## config.mk

```make
export PLATFORM = sky130hd
export DESIGN_NAME = multi_channel_heartbeat_supervisor_flat
export DESIGN_NICKNAME = d
export VERILOG_FILES = /design/src/hw/rtl/hbs_pkg.sv /design/src/hw/rtl/hbs_if.sv /design/src/hw/rtl/hbs_front.sv /design/src/hw/rtl/hbs_queue.sv /design/src/hw/rtl/hbs_back.sv /design/src/hw/rtl/multi_channel_heartbeat_supervisor.sv /design/src/flat_wrapper.sv
export SDC_FILE = /design/constraint.sdc
export NUM_CORES = 2
export LEC_CHECK = 0
export BUFFER_PORTS_ARGS = -buffer_cell sky130_fd_sc_hd__buf_4
export CELL_PAD_IN_SITES_DETAIL_PLACEMENT = 1
export CELL_PAD_IN_SITES_GLOBAL_PLACEMENT = 1
export CORE_MARGIN = 5
export CORE_UTILIZATION = 40
export DETAILED_ROUTE_END_ITERATION = 6
export PLACE_DENSITY = 0.72
export REMOVE_ABC_BUFFERS = 1
export SYNTH_ARGS = -nofsm -noshare
export SYNTH_HDL_FRONTEND = slang
export SYNTH_SLANG_ARGS = --single-unit
```

## constraint.sdc

```tcl
create_clock -name clk -period 11.88 [get_ports clk]
set_input_delay 1.188 -clock clk [delete_from_list [all_inputs] [get_ports clk]]
set_output_delay 1.188 -clock clk [all_outputs]
set_load 0.02 [all_outputs]
```

## src/hw/rtl/hbs_pkg.sv

```systemverilog
// ----------------------------------------------------------------------------
// hbs_pkg: shared types and constants of the heartbeat supervisor
// Operation, status and mode codes, the queued command and the result record.
// ----------------------------------------------------------------------------
`default_nettype none

package hbs_pkg;

	localparam int NUM_SLOTS_DEF = 8;
	localparam int MAX_SLOTS     = 16;
	localparam int QUEUE_DEPTH   = 2;

	typedef enum logic [2:0] {
		OP_REGISTER   = 3'd0,
		OP_UNREGISTER = 3'd1,
		OP_REPORT     = 3'd2,
		OP_EVALUATE   = 3'd3,
		OP_START      = 3'd4,
		OP_READ_COMP  = 3'd5,
		OP_READ_STAT  = 3'd6,
		OP_UNKNOWN    = 3'd7
	} op_t;

	typedef enum logic [2:0] {
		ST_OK       = 3'd0,
		ST_INVALID  = 3'd1,
		ST_EXISTS   = 3'd2,
		ST_NOSPACE  = 3'd3,
		ST_TIMEDOUT = 3'd4,
		ST_ALREADY  = 3'd5,
		ST_NOENTRY  = 3'd6,
		ST_REFUSED  = 3'd7
	} status_t;

	typedef enum logic [1:0] {
		MODE_STOPPED = 2'd0,
		MODE_OK      = 2'd1,
		MODE_FAULTED = 2'd2
	} mode_t;

	typedef enum logic {
		BK_IDLE = 1'b0,
		BK_SCAN = 1'b1
	} bk_state_t;

	// classified command, as held in the queue
	typedef struct packed {
		op_t         op;
		logic        slot_ok;   // handle below the slot count
		logic [3:0]  slot;
		logic        args_bad;  // zero tag or zero deadline
		logic [15:0] tag;
		logic [29:0] deadline;
		logic [31:0] now;
		logic        wd_ok;
	} cmd_t;

	typedef struct packed {
		status_t     status_code;
		logic [3:0]  slot_out;
		mode_t       supervisor_mode;
		logic        feed_watchdog;
		logic [15:0] new_warnings;
		logic        new_fault;
		logic [15:0] fault_tag;
		logic [4:0]  active_count;
		logic [31:0] tally_first;
		logic [31:0] tally_second;
		logic [31:0] elapsed_ms;
		logic        overdue;
	} rsp_t;

endpackage

`default_nettype wire

```

## src/hw/rtl/hbs_if.sv

```systemverilog
// ----------------------------------------------------------------------------
// hbs_cmd_if / hbs_rsp_if: command and result channels
// Valid/ready channels; a transfer happens when both are high at a clock edge.
// ----------------------------------------------------------------------------
`default_nettype none

interface hbs_cmd_if;
	logic        valid;
	logic        ready;
	logic [2:0]  action;
	logic [3:0]  slot;
	logic [15:0] component_tag;
	logic [29:0] deadline_limit;
	logic [31:0] now_ms;
	logic        watchdog_ok;

	modport source (output valid, action, slot, component_tag, deadline_limit, now_ms,
		watchdog_ok, input ready);
	modport sink (input valid, action, slot, component_tag, deadline_limit, now_ms,
		watchdog_ok, output ready);
endinterface

interface hbs_rsp_if;
	logic        valid;
	logic        ready;
	logic [2:0]  status_code;
	logic [3:0]  slot_out;
	logic [1:0]  supervisor_mode;
	logic        feed_watchdog;
	logic [15:0] new_warnings;
	logic        new_fault;
	logic [15:0] fault_tag;
	logic [4:0]  active_count;
	logic [31:0] tally_first;
	logic [31:0] tally_second;
	logic [31:0] elapsed_ms;
	logic        overdue;

	modport source (output valid, status_code, slot_out, supervisor_mode, feed_watchdog,
		new_warnings, new_fault, fault_tag, active_count, tally_first, tally_second,
		elapsed_ms, overdue, input ready);
	modport sink (input valid, status_code, slot_out, supervisor_mode, feed_watchdog,
		new_warnings, new_fault, fault_tag, active_count, tally_first, tally_second,
		elapsed_ms, overdue, output ready);
endinterface

`default_nettype wire

```

## src/hw/rtl/hbs_front.sv

```systemverilog
// ----------------------------------------------------------------------------
// hbs_front: command intake
// Takes command transfers and classifies them into queued commands.
// ----------------------------------------------------------------------------
`default_nettype none

module hbs_front import hbs_pkg::*; #(
	parameter int NUM_SLOTS = NUM_SLOTS_DEF
) (
	hbs_cmd_if.sink cmd,
	input  wire     q_full,
	output logic    push,
	output cmd_t    push_data
);

	assign cmd.ready = !q_full;
	assign push      = cmd.valid && !q_full;

	always_comb begin
		push_data          = '0;
		push_data.op       = op_t'(cmd.action);
		push_data.slot     = cmd.slot;
		push_data.slot_ok  = {1'b0, cmd.slot} < 5'(NUM_SLOTS);
		push_data.args_bad = (cmd.component_tag == '0) || (cmd.deadline_limit == '0);
		push_data.tag      = cmd.component_tag;
		push_data.deadline = cmd.deadline_limit;
		push_data.now      = cmd.now_ms;
		push_data.wd_ok    = cmd.watchdog_ok;
	end

endmodule

`default_nettype wire

```

## src/hw/rtl/hbs_queue.sv

```systemverilog
// ----------------------------------------------------------------------------
// hbs_queue: command queue
// Small FIFO between intake and execution.
// ----------------------------------------------------------------------------
`default_nettype none

module hbs_queue import hbs_pkg::*; (
	input  wire  clk,
	input  wire  arst_n,
	input  wire  push,
	input  cmd_t push_data,
	input  wire  pop,
	output logic full,
	output logic nonempty,
	output cmd_t head
);

	localparam int PW = $clog2(QUEUE_DEPTH);

	cmd_t            mem_q [QUEUE_DEPTH];
	logic [PW-1:0]   wr_q, rd_q;
	logic [PW:0]     cnt_q;

	assign full     = cnt_q == (PW+1)'(QUEUE_DEPTH);
	assign nonempty = cnt_q != '0;
	assign head     = mem_q[rd_q];

	always_ff @(posedge clk) begin
		if (push) begin
			mem_q[wr_q] <= push_data;
		end
	end

	always_ff @(posedge clk or negedge arst_n) begin
		if (!arst_n) begin
			wr_q  <= '0;
			rd_q  <= '0;
			cnt_q <= '0;
		end else begin
			if (push) begin
				wr_q <= wr_q + 1'b1;
			end
			if (pop) begin
				rd_q <= rd_q + 1'b1;
			end
			cnt_q <= cnt_q + (PW+1)'(push) - (PW+1)'(pop);
		end
	end

endmodule

`default_nettype wire

```

## src/hw/rtl/hbs_back.sv

```systemverilog
// ----------------------------------------------------------------------------
// hbs_back: command execution
// Slot table, supervisor state, one-slot-per-cycle scans and result register.
// ----------------------------------------------------------------------------
`default_nettype none

module hbs_back import hbs_pkg::*; #(
	parameter int NUM_SLOTS = NUM_SLOTS_DEF
) (
	input  wire      clk,
	input  wire      arst_n,
	input  wire      q_nonempty,
	input  cmd_t     q_head,
	output logic     pop,
	hbs_rsp_if.source rsp
);

	localparam int IW = (NUM_SLOTS > 1) ? $clog2(NUM_SLOTS) : 1;
	localparam logic [IW-1:0] LAST_IDX = IW'(NUM_SLOTS - 1);

	logic [15:0]        tags_q   [NUM_SLOTS];
	logic [29:0]        dl_q     [NUM_SLOTS];
	logic [31:0]        last_q   [NUM_SLOTS];
	logic [31:0]        rep_q    [NUM_SLOTS];
	logic [NUM_SLOTS-1:0] used_q, warned_q;
	mode_t              mode_q, mode_d;
	logic [15:0]        owner_q, owner_d;
	logic [4:0]         total_q, total_d;
	logic [31:0]        feeds_q, feeds_d, faults_q, faults_d;

	bk_state_t          state_q, state_d;
	cmd_t               cmd_q;
	logic [IW-1:0]      idx_q;
	logic               free_q;
	logic [IW-1:0]      free_idx_q;
	logic [15:0]        warns_q;

	logic               rsp_vq;
	rsp_t               rsp_q, res;
	logic               fin, out_free;

	// write strobes
	logic               wr_reg, wr_unreg, wr_report, wr_start, wr_warn_set, wr_warn_clr;
	logic [IW-1:0]      wr_idx;

	cmd_t               c;
	logic [IW-1:0]      sel;
	logic [31:0]        el, d32, d3q, dhalf;
	logic               is_free, is_last;

	assign out_free = !rsp_vq || rsp.ready;
	assign c        = (state_q == BK_IDLE) ? q_head : cmd_q;
	assign sel      = (state_q == BK_IDLE) ? c.slot[IW-1:0] : idx_q;

	// elapsed time and warning thresholds at the selected slot
	assign el      = c.now - last_q[sel];
	assign d32     = {2'b00, dl_q[sel]};
	assign d3q     = ((d32 << 1) + d32) >> 2;
	assign dhalf   = d32 >> 1;
	assign is_free = !used_q[sel];
	assign is_last = idx_q == LAST_IDX;

	always_comb begin
		state_d     = state_q;
		pop         = 1'b0;
		fin         = 1'b0;
		res         = '0;
		mode_d      = mode_q;
		owner_d     = owner_q;
		total_d     = total_q;
		feeds_d     = feeds_q;
		faults_d    = faults_q;
		wr_reg      = 1'b0;
		wr_unreg    = 1'b0;
		wr_report   = 1'b0;
		wr_start    = 1'b0;
		wr_warn_set = 1'b0;
		wr_warn_clr = 1'b0;
		wr_idx      = sel;
		res.status_code = ST_OK;
		case (state_q)
			BK_IDLE: begin
				if (q_nonempty && out_free) begin
					pop = 1'b1;
					fin = 1'b1;
					case (c.op)
						OP_REGISTER: begin
							if (c.args_bad) begin
								res.status_code = ST_INVALID;
							end else begin
								fin     = 1'b0;
								state_d = BK_SCAN;
							end
						end
						OP_UNREGISTER: begin
							if (!c.slot_ok || is_free) begin
								res.status_code = ST_INVALID;
							end else begin
								wr_unreg = 1'b1;
								total_d  = total_q - 5'd1;
								if (owner_q == tags_q[sel]) begin
									owner_d = '0;
								end
							end
						end
						OP_REPORT: begin
							if (!c.slot_ok || is_free) begin
								res.status_code = ST_INVALID;
							end else begin
								wr_report = 1'b1;
							end
						end
						OP_EVALUATE: begin
							if (mode_q == MODE_STOPPED) begin
								res.status_code = ST_INVALID;
							end else begin
								fin     = 1'b0;
								state_d = BK_SCAN;
							end
						end
						OP_START: begin
							if (mode_q != MODE_STOPPED) begin
								res.status_code = ST_ALREADY;
							end else if (!c.wd_ok) begin
								res.status_code = ST_REFUSED;
							end else begin
								wr_start = 1'b1;
								mode_d   = MODE_OK;
							end
						end
						OP_READ_COMP: begin
							if (!c.slot_ok || is_free) begin
								res.status_code = ST_NOENTRY;
							end else begin
								res.tally_first  = rep_q[sel];
								res.tally_second = d32;
								res.elapsed_ms   = el;
								res.overdue      = el > d32;
							end
						end
						OP_READ_STAT: begin
							res.tally_first  = feeds_q;
							res.tally_second = faults_q;
						end
						default: begin
							res.status_code = ST_INVALID;
						end
					endcase
				end
			end
			BK_SCAN: begin
				if (c.op == OP_REGISTER) begin
					if (!is_free && tags_q[sel] == c.tag) begin
						fin = 1'b1;
						res.status_code = ST_EXISTS;
					end else if (is_last) begin
						fin = 1'b1;
						if (free_q || is_free) begin
							wr_reg       = 1'b1;
							wr_idx       = free_q ? free_idx_q : sel;
							total_d      = total_q + 5'd1;
							res.slot_out = 4'(wr_idx);
						end else begin
							res.status_code = ST_NOSPACE;
						end
					end
				end else begin
					// evaluate: stop at the first overdue slot
					res.new_warnings = warns_q;
					if (!is_free && el > d32) begin
						fin       = 1'b1;
						mode_d    = MODE_FAULTED;
						owner_d   = tags_q[sel];
						res.status_code = ST_TIMEDOUT;
						if (mode_q == MODE_OK) begin
							faults_d      = faults_q + 32'd1;
							res.new_fault = 1'b1;
						end
					end else begin
						if (!is_free) begin
							if (el > d3q && !warned_q[sel]) begin
								wr_warn_set = 1'b1;
								res.new_warnings[sel] = 1'b1;
							end else if (el <= dhalf) begin
								wr_warn_clr = 1'b1;
							end
						end
						if (is_last) begin
							fin     = 1'b1;
							mode_d  = MODE_OK;
							owner_d = '0;
							res.feed_watchdog = 1'b1;
							if (c.wd_ok && feeds_q != '1) begin
								feeds_d = feeds_q + 32'd1;
							end
						end
					end
				end
				if (fin) begin
					state_d = BK_IDLE;
				end
			end
			default: begin
				state_d = BK_IDLE;
			end
		endcase
		res.supervisor_mode = mode_d;
		res.fault_tag       = owner_d;
		res.active_count    = total_d;
	end

	always_ff @(posedge clk or negedge arst_n) begin
		if (!arst_n) begin
			state_q <= BK_IDLE;
		end else begin
			state_q <= state_d;
		end
	end

	// slot payload: written only on registration, report and start
	always_ff @(posedge clk) begin
		if (pop) begin
			cmd_q <= q_head;
		end
		if (wr_reg) begin
			dl_q[wr_idx]   <= c.deadline;
			last_q[wr_idx] <= c.now;
			rep_q[wr_idx]  <= '0;
		end
		if (wr_report) begin
			last_q[sel] <= c.now;
			if (rep_q[sel] != '1) begin
				rep_q[sel] <= rep_q[sel] + 32'd1;
			end
		end
		if (wr_start) begin
			for (int i = 0; i < NUM_SLOTS; i++) begin
				if (used_q[i]) begin
					last_q[i] <= c.now;
				end
			end
		end
		if (fin) begin
			rsp_q <= res;
		end
	end

	always_ff @(posedge clk or negedge arst_n) begin
		if (!arst_n) begin
			for (int i = 0; i < NUM_SLOTS; i++) begin
				tags_q[i] <= '0;
			end
			used_q     <= '0;
			warned_q   <= '0;
			mode_q     <= MODE_STOPPED;
			owner_q    <= '0;
			total_q    <= '0;
			feeds_q    <= '0;
			faults_q   <= '0;
			idx_q      <= '0;
			free_q     <= 1'b0;
			free_idx_q <= '0;
			warns_q    <= '0;
			rsp_vq     <= 1'b0;
		end else begin
			mode_q   <= mode_d;
			owner_q  <= owner_d;
			total_q  <= total_d;
			feeds_q  <= feeds_d;
			faults_q <= faults_d;
			if (wr_reg) begin
				tags_q[wr_idx]   <= c.tag;
				used_q[wr_idx]   <= 1'b1;
				warned_q[wr_idx] <= 1'b0;
			end
			if (wr_unreg) begin
				tags_q[sel] <= '0;
				used_q[sel] <= 1'b0;
			end
			if (wr_warn_set) begin
				warned_q[sel] <= 1'b1;
			end
			if (wr_warn_clr) begin
				warned_q[sel] <= 1'b0;
			end
			if (state_q == BK_IDLE) begin
				idx_q   <= '0;
				free_q  <= 1'b0;
				warns_q <= '0;
			end else begin
				idx_q   <= idx_q + 1'b1;
				warns_q <= res.new_warnings;
				if (is_free && !free_q) begin
					free_q     <= 1'b1;
					free_idx_q <= sel;
				end
			end
			if (fin) begin
				rsp_vq <= 1'b1;
			end else if (rsp.ready) begin
				rsp_vq <= 1'b0;
			end
		end
	end

	assign rsp.valid           = rsp_vq;
	assign rsp.status_code     = rsp_q.status_code;
	assign rsp.slot_out        = rsp_q.slot_out;
	assign rsp.supervisor_mode = rsp_q.supervisor_mode;
	assign rsp.feed_watchdog   = rsp_q.feed_watchdog;
	assign rsp.new_warnings    = rsp_q.new_warnings;
	assign rsp.new_fault       = rsp_q.new_fault;
	assign rsp.fault_tag       = rsp_q.fault_tag;
	assign rsp.active_count    = rsp_q.active_count;
	assign rsp.tally_first     = rsp_q.tally_first;
	assign rsp.tally_second    = rsp_q.tally_second;
	assign rsp.elapsed_ms      = rsp_q.elapsed_ms;
	assign rsp.overdue         = rsp_q.overdue;

endmodule

`default_nettype wire

```

## src/hw/rtl/multi_channel_heartbeat_supervisor.sv

```systemverilog
// ----------------------------------------------------------------------------
// multi_channel_heartbeat_supervisor: software-watchdog heartbeat monitor
// Slot table of reporting components with deadline checks and feed requests.
// ----------------------------------------------------------------------------
// Each command transfer produces exactly one result transfer. Commands are
// classified on entry and held in a two-entry queue, so the command side keeps
// taking transfers until the queue is full while the execution side works or
// while a result waits in the output register. Unregister, report, start,
// both reads and rejected commands finish without a scan; register and
// evaluate walk the slot table one slot per cycle through a single shared
// compare path (register stops early at a tag already held, evaluate at the
// first overdue slot). All times are compared with 32-bit wrapping
// subtraction. There is no clearing pass after reset: the block takes
// commands at once.
// ----------------------------------------------------------------------------
`default_nettype none

module multi_channel_heartbeat_supervisor import hbs_pkg::*; #(
	parameter int NUM_SLOTS = NUM_SLOTS_DEF
) (
	input  wire       clk,
	input  wire       arst_n,
	hbs_cmd_if.sink   cmd,
	hbs_rsp_if.source rsp
);

	logic q_full, q_nonempty, push, pop;
	cmd_t push_data, q_head;

	// intake: classify and queue
	hbs_front #(.NUM_SLOTS(NUM_SLOTS)) u_front (
		.cmd       (cmd),
		.q_full    (q_full),
		.push      (push),
		.push_data (push_data)
	);

	hbs_queue u_queue (
		.clk       (clk),
		.arst_n    (arst_n),
		.push      (push),
		.push_data (push_data),
		.pop       (pop),
		.full      (q_full),
		.nonempty  (q_nonempty),
		.head      (q_head)
	);

	// execution: slot table, scans, result register
	hbs_back #(.NUM_SLOTS(NUM_SLOTS)) u_back (
		.clk        (clk),
		.arst_n     (arst_n),
		.q_nonempty (q_nonempty),
		.q_head     (q_head),
		.pop        (pop),
		.rsp        (rsp)
	);

endmodule

`default_nettype wire

```

## src/flat_wrapper.sv

```systemverilog
// flat-port wrapper written by rule: the top's interface ports become plain ports
module multi_channel_heartbeat_supervisor_flat import hbs_pkg::*;
#(
	parameter int NUM_SLOTS = NUM_SLOTS_DEF
)
  (clk, arst_n, cmd_valid, cmd_action, cmd_slot, cmd_component_tag, cmd_deadline_limit, cmd_now_ms, cmd_watchdog_ok, cmd_ready, rsp_valid, rsp_status_code, rsp_slot_out, rsp_supervisor_mode, rsp_feed_watchdog, rsp_new_warnings, rsp_new_fault, rsp_fault_tag, rsp_active_count, rsp_tally_first, rsp_tally_second, rsp_elapsed_ms, rsp_overdue, rsp_ready);
  hbs_cmd_if cmd_i ();
  hbs_rsp_if rsp_i ();
  input  wire clk;
  input  wire arst_n;
  input wire logic [$bits(cmd_i.valid)-1:0] cmd_valid;
  input wire logic [$bits(cmd_i.action)-1:0] cmd_action;
  input wire logic [$bits(cmd_i.slot)-1:0] cmd_slot;
  input wire logic [$bits(cmd_i.component_tag)-1:0] cmd_component_tag;
  input wire logic [$bits(cmd_i.deadline_limit)-1:0] cmd_deadline_limit;
  input wire logic [$bits(cmd_i.now_ms)-1:0] cmd_now_ms;
  input wire logic [$bits(cmd_i.watchdog_ok)-1:0] cmd_watchdog_ok;
  output wire logic [$bits(cmd_i.ready)-1:0] cmd_ready;
  output wire logic [$bits(rsp_i.valid)-1:0] rsp_valid;
  output wire logic [$bits(rsp_i.status_code)-1:0] rsp_status_code;
  output wire logic [$bits(rsp_i.slot_out)-1:0] rsp_slot_out;
  output wire logic [$bits(rsp_i.supervisor_mode)-1:0] rsp_supervisor_mode;
  output wire logic [$bits(rsp_i.feed_watchdog)-1:0] rsp_feed_watchdog;
  output wire logic [$bits(rsp_i.new_warnings)-1:0] rsp_new_warnings;
  output wire logic [$bits(rsp_i.new_fault)-1:0] rsp_new_fault;
  output wire logic [$bits(rsp_i.fault_tag)-1:0] rsp_fault_tag;
  output wire logic [$bits(rsp_i.active_count)-1:0] rsp_active_count;
  output wire logic [$bits(rsp_i.tally_first)-1:0] rsp_tally_first;
  output wire logic [$bits(rsp_i.tally_second)-1:0] rsp_tally_second;
  output wire logic [$bits(rsp_i.elapsed_ms)-1:0] rsp_elapsed_ms;
  output wire logic [$bits(rsp_i.overdue)-1:0] rsp_overdue;
  input wire logic [$bits(rsp_i.ready)-1:0] rsp_ready;
  assign cmd_i.valid = cmd_valid;
  assign cmd_i.action = cmd_action;
  assign cmd_i.slot = cmd_slot;
  assign cmd_i.component_tag = cmd_component_tag;
  assign cmd_i.deadline_limit = cmd_deadline_limit;
  assign cmd_i.now_ms = cmd_now_ms;
  assign cmd_i.watchdog_ok = cmd_watchdog_ok;
  assign cmd_ready = cmd_i.ready;
  assign rsp_valid = rsp_i.valid;
  assign rsp_status_code = rsp_i.status_code;
  assign rsp_slot_out = rsp_i.slot_out;
  assign rsp_supervisor_mode = rsp_i.supervisor_mode;
  assign rsp_feed_watchdog = rsp_i.feed_watchdog;
  assign rsp_new_warnings = rsp_i.new_warnings;
  assign rsp_new_fault = rsp_i.new_fault;
  assign rsp_fault_tag = rsp_i.fault_tag;
  assign rsp_active_count = rsp_i.active_count;
  assign rsp_tally_first = rsp_i.tally_first;
  assign rsp_tally_second = rsp_i.tally_second;
  assign rsp_elapsed_ms = rsp_i.elapsed_ms;
  assign rsp_overdue = rsp_i.overdue;
  assign rsp_i.ready = rsp_ready;
  multi_channel_heartbeat_supervisor #(.NUM_SLOTS(NUM_SLOTS)) u_core (.clk(clk), .arst_n(arst_n), .cmd(cmd_i), .rsp(rsp_i));
endmodule
```

After elaboration in Yosys (flattened, before gate mapping)
Memory sizes are Yosys's and may differ from the RTL's.
Cells that the tools add are included.
{"block": "totals", "regBits": 493, "mem_bits_rw": 928, "in_bits": 90, "out_inout_bits": 147, "word_cells": 324, "n_memories": 4}
{"memory": "u_core.u_back.last_q", "words": 8, "width": 32, "read_ports": 1, "rd_ports_with_merged_regs": 0, "write_ports": 8, "line": "hbs_back.sv:23", "source": "logic [31:0] last_q [NUM_SLOTS];"}
{"memory": "u_core.u_back.rep_q", "words": 8, "width": 32, "read_ports": 1, "rd_ports_with_merged_regs": 0, "write_ports": 1, "line": "hbs_back.sv:24", "source": "logic [31:0] rep_q [NUM_SLOTS];"}
{"memory": "u_core.u_back.dl_q", "words": 8, "width": 30, "read_ports": 1, "rd_ports_with_merged_regs": 0, "write_ports": 1, "line": "hbs_back.sv:22", "source": "logic [29:0] dl_q [NUM_SLOTS];"}
{"memory": "u_core.u_queue.mem_q", "words": 2, "width": 88, "read_ports": 1, "rd_ports_with_merged_regs": 0, "write_ports": 1, "line": "hbs_queue.sv:20", "source": "cmd_t mem_q [QUEUE_DEPTH];"}
{"block": "classes", "add_sub_neg": 12, "order_cmp": 13, "eq_ne": 14, "muxes": 175, "bitwise": 19, "reduce_logical": 42}
{"cell": "2-to-1 mux 128 bit", "n": 2}
{"cell": "2-to-1 mux 16 bit", "n": 15}
{"cell": "AND 128 bit", "n": 1}
{"cell": "bitwise mux 128 bit", "n": 1}
{"cell": "inverter 128 bit", "n": 1}
{"cell": "one-hot mux 64 bit (2 select lines)", "n": 1}
{"cell": "2-to-1 mux 97 bit", "n": 1}
{"cell": "adder 32 x 1 -> 32 bit (second input constant)", "n": 3}
{"cell": "demux 16 bit (select 3 bit)", "n": 2}
{"cell": "2-to-1 mux 32 bit", "n": 3}
{"cell": "OR reduction 32 bit", "n": 3}
{"cell": "2-to-1 mux 1 bit", "n": 92}
{"cell": "2-to-1 mux 88 bit", "n": 1}
{"cell": "> comparator 32 x 30 -> 1 bit", "n": 2}
{"cell": "inequality test 32 bit (second input constant)", "n": 2}
{"cell": "2-to-1 mux 3 bit", "n": 19}
{"cell": "binary-select mux 16 bit (select 3 bit)", "n": 1}
{"cell": "2-to-1 mux 8 bit", "n": 5}
{"cell": "2-to-1 mux 5 bit", "n": 7}
{"cell": "2-to-1 mux 17 bit", "n": 2}
{"cell": "adder 31 x 30 -> 32 bit", "n": 1}
{"cell": "== test 16 bit", "n": 2}
{"cell": "<= comparator 32 x 29 -> 1 bit", "n": 1}
{"cell": "one-hot mux 16 bit (2 select lines)", "n": 1}
{"cell": "49 further kinds", "n": 106}

Logic depth before layout (Yosys ltp)
An unclocked memory read counts as a cell.
{"block": "logic_depth", "depth_word": 23, "depth_mapped": 43, "ltp_nobuf": 32}

By module
A second synthesis with hierarchy kept.
{"block": "unflattened", "cells_unflattened": 4637, "area_unflattened_um2": 62388.6}
{"mod": "hbs_back", "n_inst": 1, "cells_per_inst": 4243, "area_each_um2": 55045.3, "seq_area_each_um2": 35834.4}
{"mod": "hbs_queue", "n_inst": 1, "cells_per_inst": 289, "area_each_um2": 6581.3, "seq_area_each_um2": 5385.2}
{"mod": "hbs_front", "n_inst": 1, "cells_per_inst": 105, "area_each_um2": 762.0, "seq_area_each_um2": 0.0}

Worst setup path after synthesis
OpenSTA, ideal clock, no wires.
{"block": "synth_timing", "kind": "register to register", "start": "register u_core.u_queue.rd_q", "end": "register u_core.u_back.rsp_q (netlist bit u_core.u_back.rsp.active_count[0]) (enable)", "setup_time_ns": 0.497, "arrival_ns": 10.491, "slack_ns": 0.892, "path_stages_with_launch": 41, "n_path_buf": 13, "cell_sequence": "dfrtp_1 -> buf_6 -> mux2_4 -> o21a_1 -> buf_6 -> buf_6 -> buf_6 -> buf_6 -> buf_6 -> buf_2 -> buf_2 -> buf_1 -> buf_2 -> nor2_1 -> clkbuf_1 -> buf_1 -> a22oi_1 -> and4_1 -> (+5 left out) -> o41a_1 -> o21a_1 -> nor2_1 -> o21bai_1 -> a21oi_1 -> xnor2_1 -> ha_1 -> and4_1 -> nand3_1 -> nor2_1 -> o21ai_0 -> and2_1 -> a22oi_1 -> o221a_2 -> buf_2 -> mux2i_1 -> a21o_1 -> inv_1"}
{"block": "synth_between", "elab_cells_between_ends": 26}
{"element": "from (decl)", "line": "hbs_queue.sv:21", "source": "logic [PW-1:0] wr_q, rd_q;"}
{"element": "from (signal assigned)", "line": "hbs_queue.sv:44", "source": "rd_q <= rd_q + 1'b1;"}
{"element": "memory (2 x 88 bit) *"}
{"element": "2-to-1 mux 88 bit *", "line": "hbs_back.sv:52", "source": "assign c = (state_q == BK_IDLE) ? q_head : cmd_q;"}
{"element": "2-to-1 mux 3 bit", "line": "hbs_back.sv:53", "source": "assign sel = (state_q == BK_IDLE) ? c.slot[IW-1:0] : idx_q;"}
{"element": "memory (8 x 32 bit)"}
{"element": "subtractor 32 bit *", "line": "hbs_back.sv:56", "source": "assign el = c.now - last_q[sel];"}
{"element": "named net u_core.u_back.el[28]", "line": "hbs_back.sv:48", "source": "logic [31:0] el, d32, d3q, dhalf;"}
{"element": "> comparator 32 x 30 -> 1 bit *", "line": "hbs_back.sv:170", "source": "if (!is_free && el > d32) begin"}
{"element": "logical AND 1 bit *", "line": "hbs_back.sv:170"}
{"element": "2-to-1 mux 1 bit *", "line": "hbs_back.sv:170"}
{"element": "2-to-1 mux 1 bit *", "line": "hbs_back.sv:152", "source": "if (c.op == OP_REGISTER) begin"}
{"element": "2-to-1 mux 1 bit *", "line": "hbs_back.sv:81", "source": "case (state_q)"}
{"element": "one-hot mux 1 bit (2 select lines) *", "line": "hbs_back.sv:81"}
{"element": "named net u_core.u_back.fin", "line": "hbs_back.sv:40", "source": "logic fin, out_free;"}
{"element": "to (signal assigned)", "line": "hbs_back.sv:244", "source": "rsp_q <= res;"}
{"element": "to (decl)", "line": "hbs_back.sv:39", "source": "rsp_t rsp_q, res;"}
The timed path passes the listed nets; every way through them passes the cells marked *. The select of a mux whose other input is x is not followed.
A chain may end at the register's enable or synchronous reset.

==> impl_metrics.yaml <==
outcome:
  status: "finished clean"
worst_setup_path:
  cp_data_required_time_ns: 12.53
  critical_path_peak_fanout: 25
  cp_slowest_stage_delay_ns: 1.04
  setup.worst_path.start_class: "flop"
  critical_path.slowest_cell: "a41oi_1"
  end_kind: "flop"
  arrival_ns: 11.04
  path_type_of_the_worst_setup_path: "flop to flop"
routing:
  drcViolationCount: 0
  via_density_per_instance: 5.99
  num_vias: 42100
  drt_pass1_iterations: 5
  route.final.wire_length_um: 205000
  ant_nets: 0
  wl_per_cell_um: 29.1
  drt_first_iter_violations: 4216
placed_design:
  io_buffers: 235
  finalWeightedCongestion: 0.915
  dp_hpwl_um: 137000
  placement.cell_area_um2: 67300
  place_inst: 6753
grt:
  number_of_global_route_vias_before_repair: 43800
  grt_start_max_net_pins: 97
  global_route.overflow_total: 0
  grtUsageTotal_pct: 24.4
  grt_antenna_before_repair: 16
  first_pass_grt_wire_length_um: 298000
logic_synthesis:
  post_synth.cell_area_avg_um2: 13.8
  synthesis.yosys.warnings: 0
  synth_simple_gate_area_share_pct: 9.30
  synth.largest_area_cell: "edfxtp_1"
  synth_seq_cells: 1414
  ys_top_cells_by_area: "edfxtp_1, dfrtp_1, mux2_2"
  ys_types: 107
  synthAdderAreaFrac_pct: 3.11
  main_combinational_cell_family_by_area_after_synthesis: "compound AO/OA/AOI/OAI gates"
  synth-seq-area-share_pct: 65.5
  yosys-mux-area-fraction_pct: 7.30
  synth_flop_cell: "edfxtp_1"
  synthArstFlopShare_pct: 18.4
  post_synth_inst_count: 4572
  synth_compound_area_share_pct: 10.0
  xor_xnor_cell_area_share_of_the_yosys_netlist_pct: 2.47
  synth.cell_area_um2: 62900
  synth_edf_count: 1154
  yosysTopAreaCellShare_pct: 55.1
cts:
  cts_hold_buffers: 0
  clkLatencyLatePin_ns: 0.81
  cts_repair_resize_count: 0
  cts_buffer_depth: 3
  clock_tree.htree_level_count: 4
  tritoncts.num_buffers: 149
  cts_root_buf: "clkbuf_16"
  postCtsSetupRepairBufs: 0
  cts.sinks: 1414
  cts.clk_slew.worst_paths_ns: 0.06
  cts_tree: "done"
timing:
  final-setup-viol-count: 0
  slew_violations: 0
  fin_skew_ns: 0.0372
  holdWs_ns: 0.407
  slew-limit-headroom_pct: 14.1
  hold_violations: 0
  final_period_minus_worst_setup_slack_ns: 10.39
  f_max_ghz: 0.0963
  setup-tns-final_ns: 0
  tightestPinTransition_ns: 1.27
  grt_setup_unrepaired: "no"
  finalCritPeriodShare_pct: 87.4
finish:
  mostFrequentLayoutCell: "edfxtp_1"
  areaGrowthSynthToFinish_pct: 14.9
  stdcell_count: 7032
  drive_above_1_share_pct: 17.7
  fill_cells: 15700
  fin_nets: 5087
  final_cell_area_um2: 72300
  most-common-layout-cells: "edfxtp_1, nand2_1, nor2_1"
floorplanning:
  die_h_um: 406
  initial_utilization_pct: 40.3
  floorplan.core_area_um2: 156000
  boundaryPins: 237
  floorplan.rows: 145
  fp.dieW_um: 406
  fp.dieArea_um2: 165000
flow_run:
  drv_cap: 0
worst_hold_path:
  holdCritPathClass: "primary input to asynchronous set/reset pin"
-- cells by family after synthesis --
family,count (synthesis)
xor+xnor,177
flops,1414
mux,388
fa+ha+maj,156
other cells,1
simple gates,1252
compound gates,870
buf+inv,314
-- cell type report --
cell class	instances	area (um2)	area share [%]
multi-input cells	2844	20600	28.4
diodes	7	17.5	0.0242
repair buffers	348	2630	3.64
well taps	2058	2570	3.56
inverters	89	344	0.476
flip-flops and latches	1414	41200	57.0
clock inverters	75	866	1.20
clock buffers	197	4110	5.69
-- worst paths after layout --
path                                             endpoint  slack, ns  cells after the start                 startpoint
min in group clk                u_core.u_back.warns_q[10]       0.48                      1  u_core.u_back.warns_q[10]
min reg2reg                     u_core.u_back.warns_q[10]       0.48                      1  u_core.u_back.warns_q[10]
max                        u_core.u_back.rsp.fault_tag[4]       1.49                     29        u_core.u_queue.rd_q
min                               u_core.u_back.rsp.valid       0.41                      1                     arst_n
max in group asynchronous             u_core.u_queue.rd_q       8.97                      3                     arst_n
max reg2reg                u_core.u_back.rsp.fault_tag[4]       1.49                     29        u_core.u_queue.rd_q
-- flip-flops by register name, indices dropped and copies added, names as in the netlist, 3 cells and up --
name and count:
u_core.u_back.rsp.elapsed_ms 32, u_core.u_back.feeds_q 32, u_core.u_queue.mem_q 174, u_core.u_back.total_q 5, u_core.u_back.used_q 8, u_core.u_back.last_q 256
u_core.u_back.free_idx_q 3, u_core.u_back.dl_q 240, u_core.u_back.idx_q 3, u_core.u_back.rsp.tally_second 32, u_core.u_back.rsp.new_warnings 16, u_core.u_back.rsp.active_count 5
u_core.u_back.faults_q 32, u_core.u_back.warns_q 16, u_core.u_back.warned_q 8, u_core.u_back.owner_q 16, u_core.u_back.rsp.tally_first 32, u_core.u_back.rep_q 256
u_core.u_back.tags_q 128, u_core.u_back.rsp.fault_tag 16, u_core.u_back.rsp.status_code 3, u_core.u_back.rsp.slot_out 3, u_core.u_back.cmd_q 84
-- worst max-delay path: cells and delay by family (launching register included) --
family	cells	cell delay, ns
AOI/OAI and AO/OA	14	5.12
xor gates and xnor gates	1	0.25
adders and majority gates	2	0.72
buffers and inverters	2	0.62
DFF	1	0.67
muxes	1	0.38
and+or+nand+nor	9	2.41
-- per-layer routing --
metal  share of wire [%]  track usage, %  wire (um)
met5               0.034               0         69
met4                 3.5            8.62       7170
met3                 8.5            5.23      17400
met2                  47            39.3      96100
met1                  41            32.8      84100
-- Yosys cell counts, drive strengths merged (23+ instances only) --
| cell type | count |
|---|---|
| o221ai | 26 |
| and2 | 34 |
| inv | 89 |
| a21o | 58 |
| o21ai | 92 |
| xor2 | 91 |
| nand2b | 23 |
| nand3 | 80 |
| nor2 | 389 |
| nand4 | 38 |
| edfxtp | 1154 |
| ha | 149 |
| mux2 | 185 |
| nand2 | 398 |
| o21a | 31 |
| clkbuf | 124 |
| and3 | 68 |
| mux2i | 169 |
| xnor2 | 86 |
| a22o | 27 |
| buf | 101 |
| mux4 | 34 |
| a221oi | 56 |
| o22ai | 41 |
| a21oi | 184 |
| nor3 | 89 |
| a22oi | 140 |
| nor4 | 46 |
| dfrtp | 260 |
-- through the flow --
step	util, %	worst slack (ns)
2_1_floorplan	-	-4.23
3_3_place_gp	43.1	1.91
3_5_place_dp	43.1	1.65
4_1_cts	46.3	1.58
5_1_grt	46.3	1.07
6_report	46.3	1.49
Power is not shown: default switching activity piles up to over one toggle a cycle in this logic, so the estimate is an artifact.
